## config.mk

```make
export PLATFORM = sky130hd
export DESIGN_NAME = skrf_mul
export DESIGN_NICKNAME = d
export VERILOG_FILES = /design/src/rtl/skrf_pkg.sv /design/src/rtl/skrf_mul.sv
export SDC_FILE = /design/constraint.sdc
export NUM_CORES = 2
export LEC_CHECK = 0
export BUFFER_PORTS_ARGS = -buffer_cell sky130_fd_sc_hd__buf_2
export CORE_ASPECT_RATIO = 1.1
export CORE_UTILIZATION = 45
export CTS_BUF_LIST = sky130_fd_sc_hd__clkbuf_8
export DETAILED_ROUTE_END_ITERATION = 6
export HOLD_SLACK_MARGIN = 0.1
export SYNTH_ARGS = -nofsm -noshare
export SYNTH_HDL_FRONTEND = slang
export SYNTH_SLANG_ARGS = --single-unit
export TNS_END_PERCENT = 1
```

## constraint.sdc

```tcl
create_clock -name i_clk -period 9.78 [get_ports i_clk]
set_clock_uncertainty 0.2 [all_clocks]
set_input_delay 1.956 -clock i_clk [delete_from_list [all_inputs] [get_ports i_clk]]
set_output_delay 1.956 -clock i_clk [all_outputs]
set_load 0.005 [all_outputs]
```

## src/rtl/skrf_pkg.sv

```systemverilog
// Shared widths, codes and word types for the scalar Kalman rate fusion block.
package skrf_pkg;

    localparam int RATE_W     = 24;              // signed Q7.16 rate
    localparam int VAR_W      = 28;              // unsigned Q12.16 variance
    localparam int CFG_IDX_W  = 2;
    localparam int MUL_W      = VAR_W + 1;       // signed operand width
    localparam int PROD_W     = 2 * MUL_W;
    localparam int ACC_W      = RATE_W + VAR_W + 2;
    localparam int DEN_W      = VAR_W + 1;
    localparam int QUOT_W     = VAR_W;
    localparam int DIVIDEND_W = 2 * VAR_W;
    localparam int DIV_CNT_W  = $clog2(QUOT_W);

    localparam logic [CFG_IDX_W-1:0] CFG_MEAS_VAR = 2'd0;
    localparam logic [CFG_IDX_W-1:0] CFG_PROC_VAR = 2'd1;
    localparam logic [CFG_IDX_W-1:0] CFG_INIT_VAR = 2'd2;

    localparam logic CMD_IMU  = 1'b0;
    localparam logic CMD_ODOM = 1'b1;

    localparam logic [VAR_W-1:0] RESET_MEAS_VAR = 28'd32768;     // 0.5
    localparam logic [VAR_W-1:0] RESET_PROC_VAR = 28'd262144;    // 4.0
    localparam logic [VAR_W-1:0] RESET_INIT_VAR = 28'd65536000;  // 1000.0

    localparam logic signed [RATE_W-1:0] RATE_MAX = {1'b0, {(RATE_W-1){1'b1}}};
    localparam logic signed [RATE_W-1:0] RATE_MIN = {1'b1, {(RATE_W-1){1'b0}}};
    localparam logic [VAR_W-1:0]         VAR_MAX  = {VAR_W{1'b1}};

    typedef struct packed {
        logic                     cmd;
        logic signed [RATE_W-1:0] rate_sample;
    } t_in_word;

    typedef struct packed {
        logic signed [RATE_W-1:0] filtered_rate;
        logic [VAR_W-1:0]         estimate_variance;
    } t_out_word;

    typedef struct packed {
        logic                  start;
        logic [DIVIDEND_W-1:0] dividend;
        logic [DEN_W-1:0]      divisor;
    } t_div_req;

    typedef struct packed {
        logic              done;
        logic [QUOT_W-1:0] quot;
    } t_div_rsp;

endpackage

```

## src/rtl/skrf_mul.sv

```systemverilog
// Registered signed multiplier shared by the three filter products.
module skrf_mul
    import skrf_pkg::*;
(
    input  logic                     i_clk,
    input  logic                     i_en,
    input  logic signed [MUL_W-1:0]  i_a,
    input  logic signed [MUL_W-1:0]  i_b,
    output logic signed [PROD_W-1:0] o_prod
);

    logic signed [PROD_W-1:0] r_prod;

    always_ff @(posedge i_clk) begin
        if (i_en) begin
            r_prod <= i_a * i_b;
        end
    end

    assign o_prod = r_prod;

endmodule

```

# --- Yosys cells after proc, flatten, opt, wreduce, memory -nomap -nowiden ---
# Index checks and enable logic that the tools add are counted.
classes:
  mul: 1
op_table:
  columns: ["cell", "count"]
  rows:
  - ["multiplier 29 x 29 -> 58 bit", 1]
word_totals:
  regBits: 58
  input_bits: 60
  out_inout_bits: 58
  elab_cells: 2

# --- Longest topological paths before layout ---
depth:
  ltp_word: 1
  ltp_mapped: 29
  ltp_nobuf: 26

# --- Worst setup path after synthesis ---
# Ideal clock, no wire load.
synth_timing:
  path_kind: "input port to flip-flop"
  start: "in i_a[28]"
  end: "reg r_prod[57] (netlist: o_prod[57]) (data pin)"
  setup_ns: 0.259
  arrival_ns: 9.336
  t_required_ns: 9.321
  slack_ns: -0.015
  path_stages: 28
  path_buffers: 3
  cell_sequence: "clkbuf_1 clkbuf_1 nand2_1 inv_1 fa_1 inv_1 fa_1 inv_1 fa_1 fa_1 inv_1 fa_1 inv_1 fa_1 inv_1 fa_1 fa_1 inv_1 ha_1 clkbuf_1 nand2_1 nor3_1 and2_1 a221oi_1 o21a_1 a211oi_2 nor2_1 a211o_1"
synth_via:
  elab_chain_len: 1
synth_rtl:
  columns: ["element", "line_no", "rtl"]
  rows:
  - ["from (decl)", "skrf_mul.sv:7", "input logic signed [MUL_W-1:0] i_a,"]
  - ["multiplier 29 x 29 -> 58 bit", "skrf_mul.sv:16", "r_prod <= i_a * i_b;"]
  - ["to (signal assigned)", "skrf_mul.sv:16", null]
  - ["to (decl)", "skrf_mul.sv:12", "logic signed [PROD_W-1:0] r_prod;"]
# Every way passes these cells.
# A chain may end at the register's enable or synchronous reset.

# --- Worst setup path in the final report ---
layout_timing:
  start: "in i_b[2]"
  end: "reg r_prod[51] (netlist: o_prod[51]) (data pin)"
layout_via:
  elab_chain_len: 1
layout_rtl:
  columns: ["element", "line_no", "rtl"]
  rows:
  - ["from (decl)", "skrf_mul.sv:8", "input logic signed [MUL_W-1:0] i_b,"]
  - ["multiplier 29 x 29 -> 58 bit", "skrf_mul.sv:16", null]
# Every way passes these cells.

==> results.md <==
- Outcome: completed
- Hold_sp: i_b[0]
- H-tree levels: 3
- Num rows: around 100
- Detailed Route Iter0 Violations: about 1000
- Post-Syn Area per Cell: between 9 and 10 µm²
- WHS Path Cells: 2
- Post-synth EDFFs: 58
- CORE AREA: about 72000 µm²
- Slew Viols, Final: 0
- Number of setup buffers added after CTS: 0
- Max incr delay on CP: 0.57 ns
- Post-route DRC: 0
- Grt ovf: 0
- Synth area leaders: fa_1 55%, inv_1 10%, and2_1 8.8%
- Tcrit/Tclk final: 0.960
- Final #Nets: roughly 4700
- Max FFs per register: a little under 60
- GR Util met3: 0.0157
- DP HPWL: between 70 and 80 mm
- CP Depth: 27
- Syn_nets: ~4600
- Filler cells: roughly 6900
- Seq cells post-synth: 58
- CP Capture Type: register
- Hold EP: o_prod[0]
- CP Launch Point: i_b[2]
- Critical path arrival: a little over 9 ns
- Min Tclk post-route: approximately 9.4 ns
- # placed instances: 4495
- Post_cts resized: 0
- WP buf/inv: 8
- Number of max-cap violations: 0
- Pin count of the biggest net entering global routing: 59
- RSZ-0062 raised after global routing: false
- Crit start category: input port
- Detailed Route WL: approximately 84 mm
- Worst-path clk slew: roughly 0.07 ns
- Routability cong.: 0.911
- Setup TNS: 0 ns
- TritonCTS buffer count: 9
- Worst path required time: between 9 and 10 ns
- Least-Margin Pin Slew: 0.806 ns
- Synth top area share: 0.549
- Area Growth Syn to Fin: 8.01%
- Ys flop type: edfxtp_1
- GR Util All Layers: 0.246
- CP max FO: 6
- Seq/Total Area, Yosys: 0.0531
- Mean routed wirelength per cell: 18.6 µm
- Die Ht: approximately 290 µm
- Maximum root-to-sink buffer count: 2
- Die Wd: ~260 µm
- Initial Util: 0.456
- Initial antenna violation count: 8
- DRT Pass-1 Iters: 5
- Unique masters post-synth: 55
- TritonCTS clock tree: yes
- Area leader, netlist: fa_1
- Non-filler cells, final: between 4000 and 5000
- PortBufs: roughly 120
- Final hold vios: 0
- Setup-failing EPs final: 0
- Vias: ~23000
- Share of cells above drive strength 1: 0.0886
- Grt peak-use layer: met2
- First-pass GRT wire length: between 100 and 150 mm
- Crit path top cell by count: fa_1
- CTS Hold Bufs: 0
- Mapped Area: between 30000 and 40000 µm²
- Crit-path leading delay family: adder cells
- Clk Tree Root Cell: clkbuf_8
- WS Path Type: input port to register
- Number of global-route vias before repair: roughly 26000
- Met1 Resource Use GR: 0.266
- Most frequent cells in the layout: 906 x inv_1, 900 x fa_1, 462 x and2_1, 390 x nand2_1, 170 x ha_1
- Final WS setup: 0.394 ns
- IO Count: 118
- Post-synth ARST share: 0
- Slowest cell on crit path: fa_1
- Vias/cell: roughly 5
- GR Util met2: 0.478
- Antenna viol nets, final: 0
- Die ar.: 74000 µm²
- CTS sink count: a little under 60
- Ys Warns: 0
- Synthesized instance count: around 3500
- Max-slew headroom: 0.463
- Commonest non-fill, non-tap cell in the layout: inv_1
- Hold Crit Class: input port to register
- F_max: roughly 110 MHz
- Setup WS pre-CTS: between 0.03 and 0.04 ns
## stage by stage
stage / hold slack (ns) / util / area, µm²
2_1_floorplan: 1.87 / - / 32800
3_3_place_gp: 2.15 / 0.489 / 35200
3_5_place_dp: 2.15 / 0.489 / 35200
4_1_cts: 2.05 / 0.492 / 35400
5_1_grt: 2.10 / 0.492 / 35500
6_report: 2.08 / 0.492 / 35500
## cell families (layout without fill, tap and decap cells)
group / Yosys count / after routing / share of synthesized area
flip-flops: 58 / 58 / 0.0531
AND/OR/NAND/NOR: 993 / 993 / 0.155
XOR/XNOR: 60 / 60 / 0.0160
adder cells (fa/ha/maj): 1071 / 1071 / 0.614
other: 0 / 4 / 0
multiplexers: 2 / 2 / 0.000610
AO/OA/AOI/OAI: 171 / 171 / 0.0359
buffers and inverters: 1097 / 1211 / 0.126
## layer usage
metal  wire length (µm)  part of all wire
met5                  0                 0
met4               5030             0.060
met3               1790             0.021
met2              47400              0.56
met1              29800              0.35
## cell type report
cell class              instances  area, µm²  area share
multi-input cells            2297      27000       0.761
inverters                     904       3390      0.0957
repair buffers                291       1950      0.0551
flip-flops and latches         58       1740      0.0491
well taps                     945       1180      0.0333
clock buffers                   9        124     0.00349
clock inverters                 7       86.3     0.00243
diodes                          4       10.0    0.000282
## worst max path at each step
stage,endpoint
2_1_floorplan,o_prod[57]
3_3_place_gp,o_prod[55]
3_5_place_dp,o_prod[51]
4_1_cts,o_prod[55]
5_1_grt,o_prod[54]
6_report,o_prod[51]
## cells in the mapped netlist, drive strengths merged, types with 13 or more instances
library cell  number
ha               170
inv              904
nand2            390
o21ai             28
nor3              13
and2             462
nand2b            17
xnor2             39
clkbuf           189
fa               901
xor2              21
edfxtp            58
nor2              53
nand3             21
a21oi             46
a21o              29
nand4             14
Power is not shown: default switching activity piles up to over one toggle a cycle in this logic, so the estimate is an artifact.
