$ cat src/rtl/skrf_pkg.sv
// Shared widths, codes and word types for the scalar Kalman rate fusion block.
package skrf_pkg;

    localparam int RATE_W     = 24;              // signed Q7.16 rate
    localparam int VAR_W      = 28;              // unsigned Q12.16 variance
    localparam int CFG_IDX_W  = 2;
    localparam int MUL_W      = VAR_W + 1;       // signed operand width
    localparam int PROD_W     = 2 * MUL_W;
    localparam int ACC_W      = RATE_W + VAR_W + 2;
    localparam int DEN_W      = VAR_W + 1;
    localparam int QUOT_W     = VAR_W;
    localparam int DIVIDEND_W = 2 * VAR_W;
    localparam int DIV_CNT_W  = $clog2(QUOT_W);

    localparam logic [CFG_IDX_W-1:0] CFG_MEAS_VAR = 2'd0;
    localparam logic [CFG_IDX_W-1:0] CFG_PROC_VAR = 2'd1;
    localparam logic [CFG_IDX_W-1:0] CFG_INIT_VAR = 2'd2;

    localparam logic CMD_IMU  = 1'b0;
    localparam logic CMD_ODOM = 1'b1;

    localparam logic [VAR_W-1:0] RESET_MEAS_VAR = 28'd32768;     // 0.5
    localparam logic [VAR_W-1:0] RESET_PROC_VAR = 28'd262144;    // 4.0
    localparam logic [VAR_W-1:0] RESET_INIT_VAR = 28'd65536000;  // 1000.0

    localparam logic signed [RATE_W-1:0] RATE_MAX = {1'b0, {(RATE_W-1){1'b1}}};
    localparam logic signed [RATE_W-1:0] RATE_MIN = {1'b1, {(RATE_W-1){1'b0}}};
    localparam logic [VAR_W-1:0]         VAR_MAX  = {VAR_W{1'b1}};

    typedef struct packed {
        logic                     cmd;
        logic signed [RATE_W-1:0] rate_sample;
    } t_in_word;

    typedef struct packed {
        logic signed [RATE_W-1:0] filtered_rate;
        logic [VAR_W-1:0]         estimate_variance;
    } t_out_word;

    typedef struct packed {
        logic                  start;
        logic [DIVIDEND_W-1:0] dividend;
        logic [DEN_W-1:0]      divisor;
    } t_div_req;

    typedef struct packed {
        logic              done;
        logic [QUOT_W-1:0] quot;
    } t_div_rsp;

endpackage

$ cat src/rtl/skrf_div.sv
// Restoring divider, one quotient bit per cycle, shared by both filter divisions.
module skrf_div
    import skrf_pkg::*;
(
    input  logic     i_clk,
    input  logic     i_rst_n,
    input  t_div_req i_req,
    output t_div_rsp o_rsp
);

    logic                 r_busy;
    logic                 r_done;
    logic [DIV_CNT_W-1:0] r_cnt;
    logic [DEN_W-1:0]     r_rem;
    logic [QUOT_W-1:0]    r_low;     // dividend bits out, quotient bits in
    logic [DEN_W-1:0]     r_den;

    logic [DEN_W:0] w_trial;
    logic [DEN_W:0] w_diff;
    logic           w_ge;

    assign w_trial = {r_rem, r_low[QUOT_W-1]};
    assign w_ge    = (w_trial >= {1'b0, r_den});
    assign w_diff  = w_trial - {1'b0, r_den};

    always_ff @(posedge i_clk) begin
        if (!i_rst_n) begin
            r_busy <= 1'b0;
            r_done <= 1'b0;
            r_cnt  <= '0;
        end else begin
            r_done <= r_busy && (r_cnt == '0);
            if (i_req.start) begin
                r_busy <= 1'b1;
                r_cnt  <= DIV_CNT_W'(QUOT_W - 1);
            end else if (r_busy) begin
                if (r_cnt == '0) begin
                    r_busy <= 1'b0;
                end else begin
                    r_cnt <= r_cnt - 1'b1;
                end
            end
        end
    end

    // upper dividend half is below the divisor, so the quotient fits QUOT_W bits
    always_ff @(posedge i_clk) begin
        if (i_req.start) begin
            r_rem <= {1'b0, i_req.dividend[DIVIDEND_W-1:QUOT_W]};
            r_low <= i_req.dividend[QUOT_W-1:0];
            r_den <= i_req.divisor;
        end else if (r_busy) begin
            r_rem <= w_ge ? w_diff[DEN_W-1:0] : w_trial[DEN_W-1:0];
            r_low <= {r_low[QUOT_W-2:0], w_ge};
        end
    end

    assign o_rsp.done = r_done;
    assign o_rsp.quot = r_low;

endmodule

$ cat config.mk
export PLATFORM = sky130hd
export DESIGN_NAME = skrf_div
export DESIGN_NICKNAME = d
export VERILOG_FILES = /design/src/rtl/skrf_pkg.sv /design/src/rtl/skrf_div.sv
export SDC_FILE = /design/constraint.sdc
export NUM_CORES = 1
export LEC_CHECK = 0
export BUFFER_PORTS_ARGS = -buffer_cell sky130_fd_sc_hd__clkbuf_2
export CELL_PAD_IN_SITES_DETAIL_PLACEMENT = 0
export CELL_PAD_IN_SITES_GLOBAL_PLACEMENT = 1
export CORE_MARGIN = 2
export CORE_UTILIZATION = 40
export CTS_BUF_LIST = sky130_fd_sc_hd__clkbuf_8
export DETAILED_ROUTE_END_ITERATION = 12
export GPL_TIMING_DRIVEN = 0
export PLACE_DENSITY = 0.75
export RECOVER_POWER = 25
export SLEW_MARGIN = 20
export SYNTH_ARGS = -nofsm -noshare
export SYNTH_HDL_FRONTEND = slang
export SYNTH_SLANG_ARGS = --single-unit
$ cat constraint.sdc
create_clock -name i_clk -period 2.92 [get_ports i_clk]
set_input_delay 0.292 -clock i_clk [delete_from_list [all_inputs] [get_ports i_clk]]
set_output_delay 0.292 -clock i_clk [all_outputs]
set_load 0.1 [all_outputs]
# [Word-level counts from Yosys, hierarchy flattened]
# Cells that the tools add are included.
[totals] mem_bits_ro=0 reg_bits=93 inputBits=88 out_inout_bits=29 latch_bits=0 mem_bits_rw=0 mem_count=0 word_cells=31
[op_classes] mux=11 n_eq_ne=1 n_reduce_logical=6 n_mul=0 n_addsub=2 div_mod_pow=0 shift=0 n_lt_le_gt_ge=1 bitwise_logic=2
[op_table] operator="$mux W28" n=4
[op_table] operator="$ge A30 B29 Y1" n=1
[op_table] operator="$mux W29" n=1
[op_table] operator="$sub A29 B29 Y29" n=1
[op_table] operator="$mux W5" n=3
[op_table] operator="$logic_not A5 Y1" n=1
[op_table] operator="$sub A5 B1 Y5 const B" n=1
[op_table] operator="$reduce_and A2 Y1" n=2
[op_table] operator="$mux W1" n=3
[op_table] operator="$ne A2 B2 Y1 const B" n=1
[op_table] operator="$not A1 Y1" n=2
[op_table] operator="$reduce_bool A2 Y1" n=1
[op_table] operator="$reduce_or A2 Y1" n=1
[op_table] operator="$logic_and A1 B1 Y1" n=1

# [Logic depth before layout (Yosys ltp)]
# Gate-level depths: netlist of run 1.
[depth] depth_word=4 ltp_mapped=13 mapped_depth_nobuf=12

# [Least setup slack after synthesis of run 1]
# Ideal clock, no wire load.
[synth_timing] path_type="register to register" from="reg r_low[27]" to="reg r_rem[23] (data pin)" period_less_slack_ps=3523 arrival_time_ps=3262 n_path_buf=1 path_stages_with_launch=13 t_required_ps=2659 setup_time_ps=261 slack_ps=-603 cell_sequence="edfxtp_1 > inv_1 > ha_1 > inv_1 > fa_1 > a21o_1 > a221o_1 > nor4_4 > o21ai_2 > a31oi_4 > buf_4 > nor2_1 > a221o_1"
[synth_via] elab_chain_len=4 word_cells_on_any_way=5 classes_between="add/sub: 1; order compare: 1; mux: 3"
[synth_rtl] item="from (decl)" line_no="skrf_div.sv:15" text="logic [QUOT_W-1:0] r_low;"
[synth_rtl] item="from (signal assigned)" line_no="skrf_div.sv:50" text="r_low <= i_req.dividend[QUOT_W-1:0];"
[synth_rtl] item="from (signal assigned)" line_no="skrf_div.sv:54" text="r_low <= {r_low[QUOT_W-2:0], w_ge};"
[synth_rtl] item="$sub A29 B29 Y29 or $ge A30 B29 Y1 (tied branches)" line_no="skrf_div.sv:24, skrf_div.sv:23"
[synth_rtl] item="$mux W29 (*)" line_no="skrf_div.sv:53" text="r_rem <= w_ge ? w_diff[DEN_W-1:0] : w_trial[DEN_W-1:0];"
[synth_rtl] item="$mux W28 (*)" line_no="skrf_div.sv:52" text="end else if (r_busy) begin"
[synth_rtl] item="$mux W28 (*)" line_no="skrf_div.sv:48" text="if (i_req.start) begin"
[synth_rtl] item="to (signal assigned)" line_no="skrf_div.sv:49" text="r_rem <= {1'b0, i_req.dividend[DIVIDEND_W-1:QUOT_W]};"
[synth_rtl] item="to (signal assigned)" line_no="skrf_div.sv:53"
[synth_rtl] item="to (decl)" line_no="skrf_div.sv:14" text="logic [DEN_W-1:0] r_rem;"
# Every way passes the cells marked *; elsewhere a longest branch is shown, timed or not. The select of a mux whose other input is x is not followed.
# A chain may end at the register's enable or synchronous reset.

# [Worst setup path after layout of run 1]
[layout_timing] from="reg r_low[27]" to="reg r_rem[24] (data pin)"
# Same word-level chain as after synthesis.

==> impl_metrics.toml, run 1 <==
[clocking]
clockBufferDepth = 2
cts_root_buf = "clkbuf_8"
clock_sink_count = 93
cts_tree = "done"
clkSlewWorstSetupHoldPaths_ns = 0.10
cts_buffers = 9
h-tree-depth = 3
cts.hold.buffers_added = 0
clock_latency_ns = 0.38

[power_and_ir_drop]
p_leak_nw = 2.98
max-vdd-ir-drop_v = 0.000484
power_density_nw_per_um2 = 822

[die]
fp.dieW_um = 122
initial_utilization = 0.413
die_h_um = 122
coreArea_sq_um = 13400
rows = 42
die_area_sq_um = 14800
io_pins = 117

[final_layout]
n_antenna_cell = 0
n_fill_cell = 1271
fin_nets = 762
layout-drive-gt1-share = 0.384
area_delta_synth_final_pct = 25.0
post-route-cell-area_sq_um = 6920

[placement]
pre_cts_slack_ns = -0.348
place_area_sq_um = 6360
globalplace.congestion = 0.882
port_buffers = 116
post-dp-hpwl_um = 9860

[worst_hold_path]
worstHoldStart = "i_req[2]"
hold_class = "in -> reg"

[timing]
skew_ns = 0.00746
finalSetupViolCount = 26
fin_crit_ns = 3.07
finalHoldViolCount = 0
fin_ws_ns = -0.149
slew_headroom = 0.378
finalMaxSlewViolations = 0
fin_crit_sh = 1.05
rsz0062_at_grt = "true"
fin_hold_ws_ns = 0.0746
worstMarginPinSlew_ns = 0.932
fin_setup_tns_ns = -2.86
fmax_mhz = 326

[route]
routed_via_density = 5.22
dr.pass1.iters = 4
remaining_drc_errors = 0
wl_um = 14200
drt_iter0_drc = 222
final_antenna_net_count = 0
wl_per_cell_um = 17.2
vias = 4298

[setup_path]
startpoint_type = "register"
reg2reg_from = "r_low[27]"
cp-end-kind = "register"
path_class = "reg -> reg"
crit_path_max_fanout = 6
cp_data_arrival_time_ns = 3.20
crit_start = "r_low[27]"
cp_data_required_time_ns = 3.06

[synth]
syn_avg_cell_area_sq_um = 11.1
async_reset_ff_frac = 0
syn_nets = 620
synth_edf_count = 85
synth_warnings = 0
synth_top_area_frac = 0.461
yosysTopAreaCell = "edfxtp_1"
synth_seq_cells = 93
yosysUniqueCellTypes = 58
synth.area.top_cells = "edfxtp_1 46%, mux2_2 9.6%, ha_1 6.8%, nand2_1 3.4%, a21oi_1 3.0%"
seq_area_frac_synth = 0.490
syn_area_sq_um = 5540
syn_inst = 501
synthFlopType = "edfxtp_1"

[global_route]
gr-total-overflow = 0
antenna_found_initial = 0
grt_pass1_wl_um = 22100
grt_pass1_vias = 4425
grt_usage = 0.196
grt_max_degree = 57

[run_status]
violations = "setup timing"
status = "finished, violations left"

[job]
max_cap_violations = 0
## placed cells by master (no fill, tap or decap), drive strengths merged, types with 3 or more instances in the layout
cell and n:
a21oi 33, clkinv 3, o21a 5, edfxtp 85
nor2 21, o31ai 3, a211o 3, o21ai 37
buf 26, a21o 10, nor2b 5, inv 43
xor2 13, nand3b 3, nand3 4, mux2 47
dfxtp 8, ha 30, clkbuf 133, nand4 10
or3 3, or2 3, a31o 6, nor3 5
nand2 50, mux2i 4, a31oi 5, a221o 3
xnor2 14, nor4 4
## synth_stat cells, types with 5 or more instances
master	number
a21o_1	10
a21oi_1	33
a31o_2	6
buf_2	6
clkbuf_1	9
dfxtp_1	8
edfxtp_1	85
ha_1	30
inv_1	40
mux2_2	47
nand2_1	50
nand4_1	10
nor2_1	21
nor2b_1	5
nor3_1	5
o21a_1	5
o21ai_0	32
xnor2_1	14
xor2_1	13
## per-stage QoR
step | total power [W] | util | std cells
after floorplan | 0.00379 | - | 501
after global placement | 0.00430 | 0.474 | 793
after detailed placement | 0.00434 | 0.474 | 793
after CTS | 0.00540 | 0.499 | 817
after global routing | 0.00606 | 0.517 | 824
final | 0.00569 | 0.517 | 824
## worst paths after layout
kind                     to  slack (ns)  cells after the start
setup / recovery  r_rem[24]       -0.15                     13
setup reg to reg  r_rem[24]       -0.15                     13
hold reg to reg      r_done        0.45                      1
hold / removal     r_den[2]        0.07                      1
## worst max-delay path: stages (launching register included)
cell and delay [ns]:
edfxtp_1 0.40, inv_1 0.08, ha_2 0.18, inv_2 0.04
fa_2 0.33, a21o_1 0.18, a221o_1 0.39, nor4_4 0.20
o21ai_2 0.13, a31oi_4 0.24, buf_12 0.17, buf_8 0.13
o21ai_1 0.07, mux2_4 0.27
## routing by layer
layer,vias up,global-route usage,routed length [um]
li1,2140,-,-
met3,13,0.0632,826
met5,-,0,0
met2,109,0.338,6920
met1,2036,0.242,6290
met4,0,0.0424,156
## timing repair
item,CTS,global route
setup buffers,9,5
setup endpoints to repair,30,86
pin swaps,8,10
gates cloned,1,2
resized for setup,28,55
## area by class of cell
cell class | instances | area (sq um) | share of cell area
buffer | 18 | 134 | 0.0193
sequential | 93 | 2710 | 0.392
multi-input combinational | 349 | 2770 | 0.401
tap | 176 | 220 | 0.0318
timing repair buffer | 132 | 759 | 0.110
inverter | 40 | 150 | 0.0217
clock buffer | 9 | 124 | 0.0179
clock inverter | 7 | 50.0 | 0.00723
## power breakdown
group | internal (W) | switching (W)
Sequential | 0.00173 | 0.000126
Combinational | 0.00129 | 0.00175
Clock | 0.000313 | 0.000491
## registers in the layout (all words and copies together), names as in the netlist
register,flops
r_rem,29
r_busy,1
r_cnt,5
r_den,29
r_low,28
r_done,1
## cell families (layout without fill, tap and decap cells)
family	Yosys count	after routing	synth area share
AOI/OAI and AO/OA	120	120	0.143
muxes	51	51	0.103
adders and majority gates	31	31	0.0714
xor gates and xnor gates	27	27	0.0427
and+or+nand+nor	119	120	0.107
buffers and inverters	60	206	0.0441
DFF	93	93	0.490
Note: power is estimated with default switching activity, not from simulation.
==> run 2: changes to the inputs <==
--- a/config.mk
+++ b/config.mk
@@ -5,15 +5,16 @@
 export SDC_FILE = /design/constraint.sdc
 export NUM_CORES = 1
 export LEC_CHECK = 0
+export ABC_AREA = 1
 export BUFFER_PORTS_ARGS = -buffer_cell sky130_fd_sc_hd__clkbuf_2
 export CELL_PAD_IN_SITES_DETAIL_PLACEMENT = 0
 export CELL_PAD_IN_SITES_GLOBAL_PLACEMENT = 1
 export CORE_MARGIN = 2
-export CORE_UTILIZATION = 40
+export CORE_UTILIZATION = 38
 export CTS_BUF_LIST = sky130_fd_sc_hd__clkbuf_8
 export DETAILED_ROUTE_END_ITERATION = 12
 export GPL_TIMING_DRIVEN = 0
-export PLACE_DENSITY = 0.75
+export PLACE_DENSITY = 0.76
 export RECOVER_POWER = 25
 export SLEW_MARGIN = 20
 export SYNTH_ARGS = -nofsm -noshare
==> constraint.sdc (replaced) <==
create_clock -name i_clk -period 2.92 [get_ports i_clk]
set_input_delay 0.146 -clock i_clk [delete_from_list [all_inputs] [get_ports i_clk]]
set_output_delay 0.146 -clock i_clk [all_outputs]
set_load 0.1 [all_outputs]
==> run 2 against run 1 <==
  * The run now ends clean
  * Register-to-register slack improved by 0.42 ns
  * Wire length up 23%
  * Worst setup slack improved by 0.42 ns
  * Clock skew increased by 0.022 ns
  * Global-route usage is 0.99 points higher
  * Critical path type unchanged
==> impl_metrics.toml, run 2 <==
[run_status]
status = "completed"

[setup_path]
reg2reg_from = "r_low[27]"
rr_endpoint = "r_rem[23]"
path_class = "reg -> reg"
crit_start = "r_low[27]"
cp_data_required_time_ns = 3.08
worstRegToRegCells = 17
r2r_slack_ns = 0.27
startpoint_type = "register"
cp_data_arrival_time_ns = 2.81
crit_path_max_fanout = 10
cp-end-kind = "register"

[final_layout]
final_common_cell = "nand2_1"
n_antenna_cell = 0
fin_nets = 1156
area_delta_synth_final_pct = 25.4
layout-drive-gt1-share = 0.189
final_cell_mix = "346 x nand2_1, 126 x inv_1, 115 x clkbuf_2"
top_regs = "r_den (29), r_rem (29), r_low (28)"
n_fill_cell = 1681
instances_no_fill = 1262

[route]
wl_um = 17500
vias = 5731
wl_per_cell_um = 13.8
routed_via_density = 4.54
remaining_drc_errors = 0
drt_iter0_drc = 250
dr.pass1.iters = 4
final_antenna_net_count = 0

[timing]
fin_crit_ns = 2.65
rsz0062_at_grt = "false"
finalSetupViolCount = 0
worstMarginPinSlew_ns = 0.888
fin_hold_ws_ns = 0.0189
finalMaxSlewViolations = 0
fmax_mhz = 377
finalHoldViolCount = 0
slew_headroom = 0.408
fin_crit_sh = 0.908
skew_ns = 0.0298

[synth]
yosysUniqueCellTypes = 36
synth_common_cells = "347 x nand2_1, 126 x inv_1, 85 x edfxtp_1, 47 x nand3_1, 45 x nor2_1"
syn_area_sq_um = 6330
seq_area_frac_synth = 0.428
yosysTopAreaCell = "edfxtp_1"
synthFlopType = "edfxtp_1"
syn_inst = 854
synth.area.top_cells = "edfxtp_1 40%, nand2_1 21%, inv_1 7.5%, ha_1 5.9%, nand3_1 3.7%"
syn_nets = 973
synth_warnings = 0
synth_top_area_frac = 0.403
synth_edf_count = 85
async_reset_ff_frac = 0
synth_seq_cells = 93
synth.most_common_cell = "nand2_1"
syn_avg_cell_area_sq_um = 7.41

[clocking]
clockBufferDepth = 2
ctsResizeCount = 0
cts_buffers = 9
cts_root_buf = "clkbuf_8"
cts_tree = "done"
h-tree-depth = 3
clock_latency_ns = 0.41
clock_sink_count = 93
clkSlewWorstSetupHoldPaths_ns = 0.12

[power_and_ir_drop]
power_density_nw_per_um2 = 668
p_clk_frac = 0.166
power.switching_w = 0.00241
p_int_w = 0.00290
p_leak_nw = 4.02
max-vdd-ir-drop_v = 0.000391
pwr-share-comb = 0.495
p_seq_frac = 0.339
sw_frac_of_total = 0.454
power_w = 0.00531

[global_route]
grt_max_degree = 41
grt_pass1_vias = 5779
grt_pass1_wl_um = 28500
antenna_found_initial = 0
grt_usage = 0.206
gr-total-overflow = 0

[die]
initial_utilization = 0.386
io_pins = 117
fp.dieW_um = 133
rows = 47
die_h_um = 133
die_area_sq_um = 17700
coreArea_sq_um = 16400

[job]
max_cap_violations = 0

[worst_hold_path]
worstHoldStart = "i_req[64]"
hold_class = "in -> reg"
hold_depth = 3
whs_endpoint = "r_rem[7]"

[placement]
port_buffers = 116
post-dp-hpwl_um = 13500
globalplace.congestion = 0.879
post-place-cells = 1191
==> run 2: cell types whose count changed after synthesis, moves of 10 or more <==
cell	change
nand2_1	+297
inv_1	+86
mux2_2	-47
nand3_1	+43
nor2_2	+29
o21ai_0	-28
nor2_1	+24
nand2_2	+12
a21o_1	-10
xor2_1	-10
==> run 2: area by class of cell <==
type | instances | area [sq um] | area share
clock buffer | 9 | 124 | 0.0156
multi-input combinational | 612 | 3020 | 0.380
tap | 220 | 275 | 0.0347
timing repair buffer | 172 | 1140 | 0.144
sequential | 93 | 2710 | 0.342
inverter | 130 | 488 | 0.0614
buffer | 19 | 118 | 0.0148
clock inverter | 7 | 63.8 | 0.00804
==> run 2: cell families (layout without fill, tap and decap cells) <==
family	count (synthesis)	count (layout)	share of synthesized area
AND/OR/NAND/NOR	519	519	0.354
XOR/XNOR	12	12	0.0166
AO/OA/AOI/OAI	50	50	0.0427
adder cells (fa/ha/maj)	31	31	0.0625
buffers and inverters	149	337	0.0956
flip-flops	93	93	0.428
==> run 2: layer usage <==
metal  vias to the layer above  wire length [um]  track usage
met5                         -                 0            0
met4                         0               291       0.0579
met3                        17               761       0.0364
met2                       117              8020        0.347
met1                      2555              8380        0.273
li1                       3042                 -            -
==> run 2: critical path, cell delays in order, from the launching register on <==
cell,delay [ns]
edfxtp_1,0.43
inv_1,0.08
ha_1,0.13
inv_1,0.07
fa_1,0.44
nand2_1,0.12
nand3_1,0.11
nand3_1,0.11
nand2_2,0.09
nand2_1,0.08
nand2_2,0.08
nand2_2,0.09
nand3_4,0.12
buf_8,0.19
nor2_2,0.10
nor2_2,0.04
nand2_1,0.09
nand2_1,0.05
==> run 2: repair_timing <==
item | 4_1_cts | 5_1_grt
endpoints found under the setup margin | 0 | 8
endpoints found under the hold margin | 52 | 0
hold buffers | 51 | 0
setup buffers | 0 | 4
==> run 2: stage by stage <==
step	area, sq um	setup TNS, ns	util	setup WS (ns)
floorplan	6330	0	-	0.104
global placement	7190	-64.73	0.438	-1.16
detailed placement	7210	0	0.440	0.106
CTS	7910	0	0.482	0.183
global route	7940	0	0.484	0.0490
finish	7940	0	0.484	0.267
==> run 2: worst max-delay path by stage <==
| stage | end | slack (ns) | depth (start not counted) |
|---|---|---|---|
| 6_report | r_rem[23] | 0.27 | 17 |
| 2_1_floorplan | r_rem[24] | 0.10 | 17 |
| 4_1_cts | r_rem[23] | 0.18 | 17 |
| 3_5_place_dp | r_rem[11] | 0.11 | 6 |
| 3_3_place_gp | r_rem[11] | -1.16 | 5 |
| 5_1_grt | r_rem[26] | 0.05 | 17 |
==> run 2: power by group through the flow <==
| stage | combinational [W] | sequential (W) | clock (W) |
|---|---|---|---|
| floorplan | 0.00164 | 0.00212 | 0 |
| global placement | 0.00255 | 0.00183 | 0 |
| finish | 0.00262 | 0.00180 | 0.000883 |
| detailed placement | 0.00256 | 0.00183 | 0 |
| global route | 0.00295 | 0.00182 | 0.000953 |
| CTS | 0.00262 | 0.00180 | 0.000921 |
